`config.mk`:
```
export PLATFORM = sky130hd
export DESIGN_NAME = k_sorted_stream_sorter_top
export DESIGN_NICKNAME = d
export VERILOG_FILES = /design/src/hw/rtl/kss_pkg.sv /design/src/hw/rtl/kss_ctrl.sv /design/src/hw/rtl/kss_datapath.sv /design/src/hw/rtl/k_sorted_stream_sorter_top.sv
export SDC_FILE = /design/constraint.sdc
export NUM_CORES = 1
export LEC_CHECK = 0
export BUFFER_PORTS_ARGS = -buffer_cell sky130_fd_sc_hd__buf_4
export CAP_MARGIN = 20
export CORE_MARGIN = 5
export CORE_UTILIZATION = 40
export DETAILED_ROUTE_END_ITERATION = 6
export SETUP_SLACK_MARGIN = 0.05
export SLEW_MARGIN = 25
export SYNTH_ARGS = -nofsm -noshare
export SYNTH_HDL_FRONTEND = slang
export SYNTH_SLANG_ARGS = --single-unit
```
`constraint.sdc`:
```
create_clock -name clk -period 10.61 [get_ports clk]
set_clock_uncertainty 0.2 [all_clocks]
set_input_delay 0.5305 -clock clk [delete_from_list [all_inputs] [get_ports clk]]
set_output_delay 0.5305 -clock clk [all_outputs]
set_load 0.01 [all_outputs]
```
`src/hw/rtl/kss_pkg.sv`:
```
// kss_pkg: shared sizes, control state encoding and the command/status
// structs that join the k-sorted stream sorter controller and datapath.
// No dependencies.
`timescale 1ns / 1ps

package kss_pkg;

  // Heap storage and element size
  localparam int HEAP_DEPTH = 16;
  localparam int DATA_WIDTH = 32;

  // Window register width (greatest displacement)
  localparam int K_W = 4;

  // Heap index, entry count and child index widths
  localparam int IDX_W = (HEAP_DEPTH > 1) ? $clog2(HEAP_DEPTH) : 1;
  localparam int CNT_W = IDX_W + 1;
  localparam int CHW   = IDX_W + 2;

  // Width used to compare the entry count against the capacity
  localparam int CAP_W = (CNT_W > K_W + 1) ? CNT_W : K_W + 1;

  // Controller states
  typedef enum logic [3:0] {
    ST_IDLE,
    ST_RT_RD,
    ST_RT_CMP,
    ST_SU_RD,
    ST_SU_CMP,
    ST_SD_RD,
    ST_SD_CMP,
    ST_DR_RD,
    ST_DR_EMIT
  } state_t;

  // Controller to datapath commands
  typedef struct packed {
    logic accept;       // latch input word, insert slot if heap not full
    logic rd_root;      // read root on port a
    logic rd_parent;    // read parent of pos on port a
    logic rd_children;  // read both children of pos on ports a and b
    logic rd_drain;     // read root on port a and last entry on port b
    logic wr_x;         // write held value at pos
    logic wr_parent;    // move parent down into pos, pos moves up
    logic wr_child;     // move smaller child up into pos, pos moves down
    logic emit_root;    // send root out, hole at root
    logic emit_x;       // send held value straight out
    logic emit_drain;   // send root out, shrink heap, last entry refills root
  } cmd_t;

  // Datapath to controller status
  typedef struct packed {
    logic full;         // entry count at or above capacity
    logic last;         // held word closes the sequence
    logic pos_zero;     // hole is at the root
    logic has_child;    // hole has at least one child in the heap
    logic x_lt_a;       // held value below port a word
    logic root_lt_x;    // port a word (root) below held value
    logic child_lt_x;   // smaller child below held value
    logic cnt_one;      // one entry left
    logic out_free;     // output register can take a word
  } sts_t;

endpackage

```
`src/hw/rtl/kss_ctrl.sv`:
```
// kss_ctrl: state machine that sequences insert, replace-root, sift and
// drain steps of the sorter. Depends on kss_pkg.
`timescale 1ns / 1ps

module kss_ctrl (
  input  logic          clk,
  input  logic          rst,
  input  logic          in_valid,
  output logic          in_ready,
  input  kss_pkg::sts_t sts,
  output kss_pkg::cmd_t cmd
);

  kss_pkg::state_t state;
  kss_pkg::state_t state_next;
  kss_pkg::state_t finish_state;

  // State register
  always_ff @(posedge clk) begin
    if (rst) begin
      state <= kss_pkg::ST_IDLE;
    end else begin
      state <= state_next;
    end
  end

  // After a placement or a direct emit: drain if the word closed the sequence
  assign finish_state = sts.last ? kss_pkg::ST_DR_RD : kss_pkg::ST_IDLE;

  // Next state and commands
  always_comb begin
    state_next = state;
    cmd        = '0;
    in_ready   = 1'b0;
    case (state)
      kss_pkg::ST_IDLE: begin
        in_ready = 1'b1;
        if (in_valid) begin
          cmd.accept = 1'b1;
          state_next = sts.full ? kss_pkg::ST_RT_RD : kss_pkg::ST_SU_RD;
        end
      end
      kss_pkg::ST_RT_RD: begin
        cmd.rd_root = 1'b1;
        state_next  = kss_pkg::ST_RT_CMP;
      end
      kss_pkg::ST_RT_CMP: begin
        if (sts.out_free) begin
          if (sts.root_lt_x) begin
            cmd.emit_root = 1'b1;
            state_next    = kss_pkg::ST_SD_RD;
          end else begin
            cmd.emit_x = 1'b1;
            state_next = finish_state;
          end
        end
      end
      kss_pkg::ST_SU_RD: begin
        if (sts.pos_zero) begin
          cmd.wr_x   = 1'b1;
          state_next = finish_state;
        end else begin
          cmd.rd_parent = 1'b1;
          state_next    = kss_pkg::ST_SU_CMP;
        end
      end
      kss_pkg::ST_SU_CMP: begin
        if (sts.x_lt_a) begin
          cmd.wr_parent = 1'b1;
          state_next    = kss_pkg::ST_SU_RD;
        end else begin
          cmd.wr_x   = 1'b1;
          state_next = finish_state;
        end
      end
      kss_pkg::ST_SD_RD: begin
        if (!sts.has_child) begin
          cmd.wr_x   = 1'b1;
          state_next = finish_state;
        end else begin
          cmd.rd_children = 1'b1;
          state_next      = kss_pkg::ST_SD_CMP;
        end
      end
      kss_pkg::ST_SD_CMP: begin
        if (sts.child_lt_x) begin
          cmd.wr_child = 1'b1;
          state_next   = kss_pkg::ST_SD_RD;
        end else begin
          cmd.wr_x   = 1'b1;
          state_next = finish_state;
        end
      end
      kss_pkg::ST_DR_RD: begin
        cmd.rd_drain = 1'b1;
        state_next   = kss_pkg::ST_DR_EMIT;
      end
      kss_pkg::ST_DR_EMIT: begin
        if (sts.out_free) begin
          cmd.emit_drain = 1'b1;
          state_next     = sts.cnt_one ? kss_pkg::ST_IDLE : kss_pkg::ST_SD_RD;
        end
      end
      default: begin
        state_next = kss_pkg::ST_IDLE;
      end
    endcase
  end

  // A word is taken only from idle, and work always follows it
  a_accept_leaves_idle: assert property (@(posedge clk) disable iff (rst)
    cmd.accept |=> state != kss_pkg::ST_IDLE)
    else $error("accepted word did not start work");

  // Drain read is always followed by the drain emit step
  a_drain_read_then_emit: assert property (@(posedge clk) disable iff (rst)
    cmd.rd_drain |=> state == kss_pkg::ST_DR_EMIT)
    else $error("drain read not followed by emit");

  // Input is ready only while idle
  a_ready_only_idle: assert property (@(posedge clk) disable iff (rst)
    in_ready |-> state == kss_pkg::ST_IDLE)
    else $error("input ready outside idle");

endmodule

```
`src/hw/rtl/kss_datapath.sv`:
```
// kss_datapath: heap memory (one write, two registered read ports), hole
// position, entry count, window register, compare logic and output register.
// Depends on kss_pkg.
`timescale 1ns / 1ps

module kss_datapath (
  input  logic                                 clk,
  input  logic                                 rst,
  input  kss_pkg::cmd_t                        cmd,
  output kss_pkg::sts_t                        sts,
  input  logic signed [kss_pkg::DATA_WIDTH-1:0] in_value,
  input  logic                                 in_last,
  input  logic                                 cfg_wr_en,
  input  logic        [kss_pkg::K_W-1:0]        cfg_wr_data,
  input  logic                                 out_ready,
  output logic                                 out_valid,
  output logic signed [kss_pkg::DATA_WIDTH-1:0] out_value,
  output logic                                 out_last
);

  // Heap memory
  logic signed [kss_pkg::DATA_WIDTH-1:0] mem [kss_pkg::HEAP_DEPTH];
  logic signed [kss_pkg::DATA_WIDTH-1:0] rd_a;
  logic signed [kss_pkg::DATA_WIDTH-1:0] rd_b;

  // Control registers
  logic [kss_pkg::K_W-1:0]   window_k;
  logic [kss_pkg::CNT_W-1:0] count;
  logic [kss_pkg::IDX_W-1:0] pos;
  logic signed [kss_pkg::DATA_WIDTH-1:0] x;
  logic                      last;

  // Derived values
  logic [kss_pkg::CAP_W-1:0] cap_raw;
  logic [kss_pkg::CAP_W-1:0] cap;
  logic [kss_pkg::CNT_W-1:0] cnt_dec;
  logic [kss_pkg::CHW-1:0]   child_l;
  logic [kss_pkg::CHW-1:0]   child_r;
  logic [kss_pkg::IDX_W-1:0] parent;
  logic                      has_right;
  logic                      right_lt;
  logic signed [kss_pkg::DATA_WIDTH-1:0] child_val;
  logic [kss_pkg::IDX_W-1:0] child_idx;
  logic [kss_pkg::IDX_W-1:0] addr_a;
  logic [kss_pkg::IDX_W-1:0] addr_b;
  logic                      rd_en;
  logic                      wr_en;
  logic signed [kss_pkg::DATA_WIDTH-1:0] wr_data;
  logic                      emit;

  // Capacity is window plus one, saturated at the heap depth
  assign cap_raw = kss_pkg::CAP_W'(window_k) + kss_pkg::CAP_W'(1);
  assign cap     = (cap_raw > kss_pkg::CAP_W'(kss_pkg::HEAP_DEPTH)) ?
                   kss_pkg::CAP_W'(kss_pkg::HEAP_DEPTH) : cap_raw;

  // Heap index arithmetic
  assign cnt_dec = count - kss_pkg::CNT_W'(1);
  assign child_l = kss_pkg::CHW'({pos, 1'b1});
  assign child_r = kss_pkg::CHW'({pos, 1'b0}) + kss_pkg::CHW'(2);
  assign parent  = (pos - kss_pkg::IDX_W'(1)) >> 1;
  assign has_right = child_r < kss_pkg::CHW'(count);

  // Smaller child; ties go to the left one
  assign right_lt  = has_right && (rd_b < rd_a);
  assign child_val = right_lt ? rd_b : rd_a;
  assign child_idx = right_lt ? child_r[kss_pkg::IDX_W-1:0] : child_l[kss_pkg::IDX_W-1:0];

  // Status to controller
  assign sts.full       = kss_pkg::CAP_W'(count) >= cap;
  assign sts.last       = last;
  assign sts.pos_zero   = pos == '0;
  assign sts.has_child  = child_l < kss_pkg::CHW'(count);
  assign sts.x_lt_a     = x < rd_a;
  assign sts.root_lt_x  = rd_a < x;
  assign sts.child_lt_x = child_val < x;
  assign sts.cnt_one    = count == kss_pkg::CNT_W'(1);
  assign sts.out_free   = !out_valid || out_ready;

  // Read address selection
  always_comb begin
    addr_a = '0;
    addr_b = '0;
    if (cmd.rd_parent) begin
      addr_a = parent;
    end else if (cmd.rd_children) begin
      addr_a = child_l[kss_pkg::IDX_W-1:0];
      addr_b = child_r[kss_pkg::IDX_W-1:0];
    end else if (cmd.rd_drain) begin
      addr_b = cnt_dec[kss_pkg::IDX_W-1:0];
    end
  end

  assign rd_en = cmd.rd_root || cmd.rd_parent || cmd.rd_children || cmd.rd_drain;

  // Write data: held value, parent moving down or child moving up
  assign wr_en   = cmd.wr_x || cmd.wr_parent || cmd.wr_child;
  assign wr_data = cmd.wr_x ? x : (cmd.wr_parent ? rd_a : child_val);

  // Heap memory ports
  always_ff @(posedge clk) begin
    if (wr_en) begin
      mem[pos] <= wr_data;
    end
  end

  always_ff @(posedge clk) begin
    if (rd_en) begin
      rd_a <= mem[addr_a];
      rd_b <= mem[addr_b];
    end
  end

  // Window register
  always_ff @(posedge clk) begin
    if (rst) begin
      window_k <= '0;
    end else if (cfg_wr_en) begin
      window_k <= cfg_wr_data;
    end
  end

  // Entry count
  always_ff @(posedge clk) begin
    if (rst) begin
      count <= '0;
    end else if (cmd.accept && !sts.full) begin
      count <= count + kss_pkg::CNT_W'(1);
    end else if (cmd.emit_drain) begin
      count <= cnt_dec;
    end
  end

  // Held value, last flag and hole position
  always_ff @(posedge clk) begin
    if (cmd.accept) begin
      x    <= in_value;
      last <= in_last;
      pos  <= count[kss_pkg::IDX_W-1:0];
    end else if (cmd.emit_root) begin
      pos <= '0;
    end else if (cmd.emit_drain) begin
      x   <= rd_b;
      pos <= '0;
    end else if (cmd.wr_parent) begin
      pos <= parent;
    end else if (cmd.wr_child) begin
      pos <= child_idx;
    end
  end

  // Output register
  assign emit = cmd.emit_root || cmd.emit_x || cmd.emit_drain;

  always_ff @(posedge clk) begin
    if (rst) begin
      out_valid <= 1'b0;
    end else if (emit) begin
      out_valid <= 1'b1;
    end else if (out_ready) begin
      out_valid <= 1'b0;
    end
  end

  always_ff @(posedge clk) begin
    if (emit) begin
      out_value <= cmd.emit_x ? x : rd_a;
      out_last  <= cmd.emit_drain && sts.cnt_one;
    end
  end

  // Entry count never passes the heap depth
  a_count_bound: assert property (@(posedge clk) disable iff (rst)
    count <= kss_pkg::CNT_W'(kss_pkg::HEAP_DEPTH))
    else $error("entry count beyond heap depth");

  // A word is only loaded when the output register can take it
  a_emit_free: assert property (@(posedge clk) disable iff (rst)
    emit |-> (!out_valid || out_ready))
    else $error("output word overwritten");

  // The word marked last leaves the heap empty
  a_last_empties: assert property (@(posedge clk) disable iff (rst)
    (cmd.emit_drain && sts.cnt_one) |=> count == '0)
    else $error("heap not empty after final word");

endmodule

```
`src/hw/rtl/k_sorted_stream_sorter_top.sv`:
```
// A word goes into a non-full heap and sifts up; on a full heap it either leaves
// straight away or replaces the root, which goes out, and sifts down. A last word
// then drains the heap, root first. Words are taken one at a time: a new word is
// accepted only once the last one is placed or the drain is done, and output
// stalls hold the sorter; each compare step follows a registered heap memory read.
// Reset (rst, synchronous, active high) empties the heap and clears window_k.
// Top level of the k-sorted stream sorter; depends on kss_pkg, kss_ctrl,
// kss_datapath.
`timescale 1ns / 1ps

module k_sorted_stream_sorter_top (
  input  logic                             clk,
  input  logic                             rst,
  // Window register write
  input  logic                             cfg_wr_en,
  input  logic [kss_pkg::K_W-1:0]          cfg_wr_data,
  // Input stream
  input  logic                             s_tvalid,
  output logic                             s_tready,
  input  logic [kss_pkg::DATA_WIDTH-1:0]   s_tdata,   // [31:0] in_value
  input  logic                             s_tlast,   // in_last
  // Output stream
  output logic                             m_tvalid,
  input  logic                             m_tready,
  output logic [kss_pkg::DATA_WIDTH-1:0]   m_tdata,   // [31:0] out_value
  output logic                             m_tlast    // out_last
);

  kss_pkg::cmd_t cmd;
  kss_pkg::sts_t sts;
  logic signed [kss_pkg::DATA_WIDTH-1:0] out_value;

  // Sequencer
  kss_ctrl u_ctrl (
    .clk      (clk),
    .rst      (rst),
    .in_valid (s_tvalid),
    .in_ready (s_tready),
    .sts      (sts),
    .cmd      (cmd)
  );

  // Heap and output datapath
  kss_datapath u_dp (
    .clk         (clk),
    .rst         (rst),
    .cmd         (cmd),
    .sts         (sts),
    .in_value    ($signed(s_tdata)),
    .in_last     (s_tlast),
    .cfg_wr_en   (cfg_wr_en),
    .cfg_wr_data (cfg_wr_data),
    .out_ready   (m_tready),
    .out_valid   (m_tvalid),
    .out_value   (out_value),
    .out_last    (m_tlast)
  );

  assign m_tdata = out_value;

endmodule

```
==> results by group <==
Min path
  – Hold WC Path Type: primary input to flip-flop
  – HP Start: s_tdata[5]

Critical path
  – CP arrival: 8170 ps
  – Reg2Reg Launch Point: u_dp.rd_a[31]
  – Setup crit start: u_dp.rd_a[31]
  – Setup crit start kind: flip-flop
  – CP endpoint kind: flip-flop
  – Worst Path Required: 10710 ps
  – Crit path kind: flip-flop to flip-flop
  – Crit Path Max Fanout: 35

GRT
  – Grt ovf: 0
  – GR Util met3: 3.33%
  – GR peak layer: met2
  – Largest net degree at the start of global routing: 143
  – GR Util met2: 36.4%
  – First-pass GRT wire length: 148 mm
  – Initial antenna violation count: 1
  – Met1 Use GR: 30.2%
  – Vias in the first global route: 22241
  – Total GRT Usage: 22.2%

Clock network
  – Worst skew pair latency: 610 ps
  – Post-CTS sizing: 0
  – Reg clk slew, reported paths: 60 ps
  – Clock Path Buffers: 3
  – TritonCTS buffer count: 69
  – H-tree Lvls: 3
  – Hold-fix buffers, CTS: 13
  – Setup bufs post-CTS: 0
  – Clock tree sinks: 660
  – CTS tree: yes
  – Root Buffer: clkbuf_16

Pwr
  – Pwr Density: 279 nW/um^2
  – Sequential Power Share: 41.5%
  – Logic pwr share: 35.4%
  – Internal: 6.65 mW
  – Clock share of power: 23.1%
  – NetSw: 3.80 mW
  – Sw Ratio: 36.4%
  – Worst vdd ir: 0.186 mV
  – Pleak: 12.7 nW
  – Total chip power: 10.5 mW

Detailed routing
  – First-pass detailed-route iteration total: 6
  – Via count: 22524
  – Antenna viol nets, final: 0
  – Drt via density: 6.10
  – DR WL/cell: 27.6 um
  – DRC: 0
  – Initial DRC Count: 2715
  – Drt total wl: 102 mm

Placed design
  – Post-place setup slack: 2450 ps
  – Routability congestion estimate: 0.920
  – Post-detail-place hpwl: 60.1 mm
  – Placed cell count: 3552
  – IO Port Bufs: 76
  – Post-placement cell area: 34900 um^2

Layout
  – Final nets: 2725
  – Area growth, synth to finish: 12.8%
  – Final Util: 45.6%
  – Non-Filler Instances: 3691
  – Fin area: 37400 um^2
  – Layout cells sized above 1: 17.2%
  – Antenna cells: 0

Logic synthesis
  – Post-synth ARST share: 0%
  – Cells after synthesis: 2534
  – Synth cell count leaders: edfxtp_1, nand2_1, nor2_1
  – Ranking of synthesized cells by area: edfxtp_1, mux4_2, ha_1, nand2_1, mux2i_1
  – Synth Warn #: 0
  – Number of library cell types mapped by synthesis: 69
  – Cell taking the most area after synthesis: edfxtp_1
  – Post-synth EDFFs: 646
  – Synth Register Bits: 660
  – Syn Nets: 2692
  – Mapped Area: 33200 um^2
  – Yosys top cell area share: 58.5%
  – Primary FF master, synth: edfxtp_1
  – Top-count cell post-synth: edfxtp_1
  – Sequential-to-total area share from yosys stat: 59.3%
  – Mapped Avg Cell Area: 13.1 um^2

Timing
  – Actual slew at the worst max-slew pin: 1090 ps
  – Fin crit share: 76.0%
  – PnR worst setup slack: 2540 ps
  – Post-layout min period: 8070 ps
  – RSZ-0062 raised after global routing: false
  – Final Setup Violations: 0
  – Endpoints failing hold: 0
  – Max-slew headroom: 27.2%
  – Fin. max-slew vios: 0
  – Hold slack: 29.2 ps
  – Max Fclk: 124 MHz
  – Setup_tns: 0 ps

Status
  – Status: finished, final reports clean

Die
  – Die Ht: 298 um
  – Row cnt: 105
  – Initial Utilization: 40.4%
  – Core Area: 82100 um^2
  – IO Pins: 77
  – Die ar.: 88800 um^2
  – Die W: 298 um

Job
  – Max cap viols: 0
-- cells in the final DEF (no fill, tap or decap), drive strengths merged, types with 85 or more instances in the layout --
master / n
clkbuf: 92
a21oi: 85
ha: 116
edfxtp: 646
mux4: 128
buf: 120
a211oi: 99
nand2: 368
nor2: 147
nand3: 144
mux2i: 135
-- per-layer routing --
metal  vias up  share of wire (%)  wire, um
met5         -                  0         0
met4         0                3.6      3650
met3       208                7.9      8010
met2      1113                 48     48400
met1     11435                 41     41600
li1       9768                  -         -
-- registers in the layout (all words and copies together) (netlist names) --
name / cells
u_dp.out_valid: 1
u_dp.rd_a: 32
u_dp.out_last: 1
u_dp.x: 32
u_dp.pos: 4
u_dp.last: 1
u_dp.mem: 512
u_dp.window_k: 4
u_dp.rd_b: 32
u_dp.count: 5
u_ctrl.state: 4
u_dp.out_value: 32
-- logic make-up after synthesis --
family / share of synthesized area [%]
xor+xnor: 0.291
simple gates: 10.7
fa+ha+maj: 4.38
mux: 13.9
buf+inv: 3.19
flops: 59.3
compound gates: 8.20
-- layout make-up --
type | count | area (um^2)
inverters | 81 | 304
clock buffers | 92 | 1910
well taps | 1070 | 1340
repair buffers | 133 | 1090
multi-input cells | 1622 | 12800
clock inverters | 33 | 319
fillers | 7136 | 44700
flip-flops and latches | 660 | 19700
-- final timing paths --
path / to / slack (ps) / depth (start not counted)
setup reg to reg: u_dp.mem[7][2] / 2540 / 19
setup / recovery: u_dp.mem[7][2] / 2540 / 19
hold reg to reg: u_dp.x[9] / 430 / 2
hold / removal: u_dp.x[5] / 30 / 3
-- power groups by stage --
| stage | sequential (mW) | clock [mW] | combinational (mW) |
|---|---|---|---|
| final | 4.34 | 2.41 | 3.70 |
| after global routing | 4.37 | 2.56 | 4.00 |
| after CTS | 4.34 | 2.45 | 3.56 |
| after detailed placement | 4.39 | 0 | 3.54 |
| after global placement | 4.37 | 0 | 3.42 |
| after floorplan | 4.27 | 0 | 2.33 |
-- worst max-delay path, cell delays in order (launching register included) --
cell and delay, ps:
edfxtp_1 380, inv_1 90, ha_1 480, nand4_1 250, nor4_1 690, o31ai_1 250
nand2_1 140, a211o_2 760, mux2_2 420, ha_1 330, nand4_1 110, nor2_1 390
o211ai_1 230, a2111oi_4 300, nand2_1 100, a311o_1 280, a22o_1 270, o22ai_4 520
buf_4 740, mux2i_2 760
(Power assumes the default switching activity.)
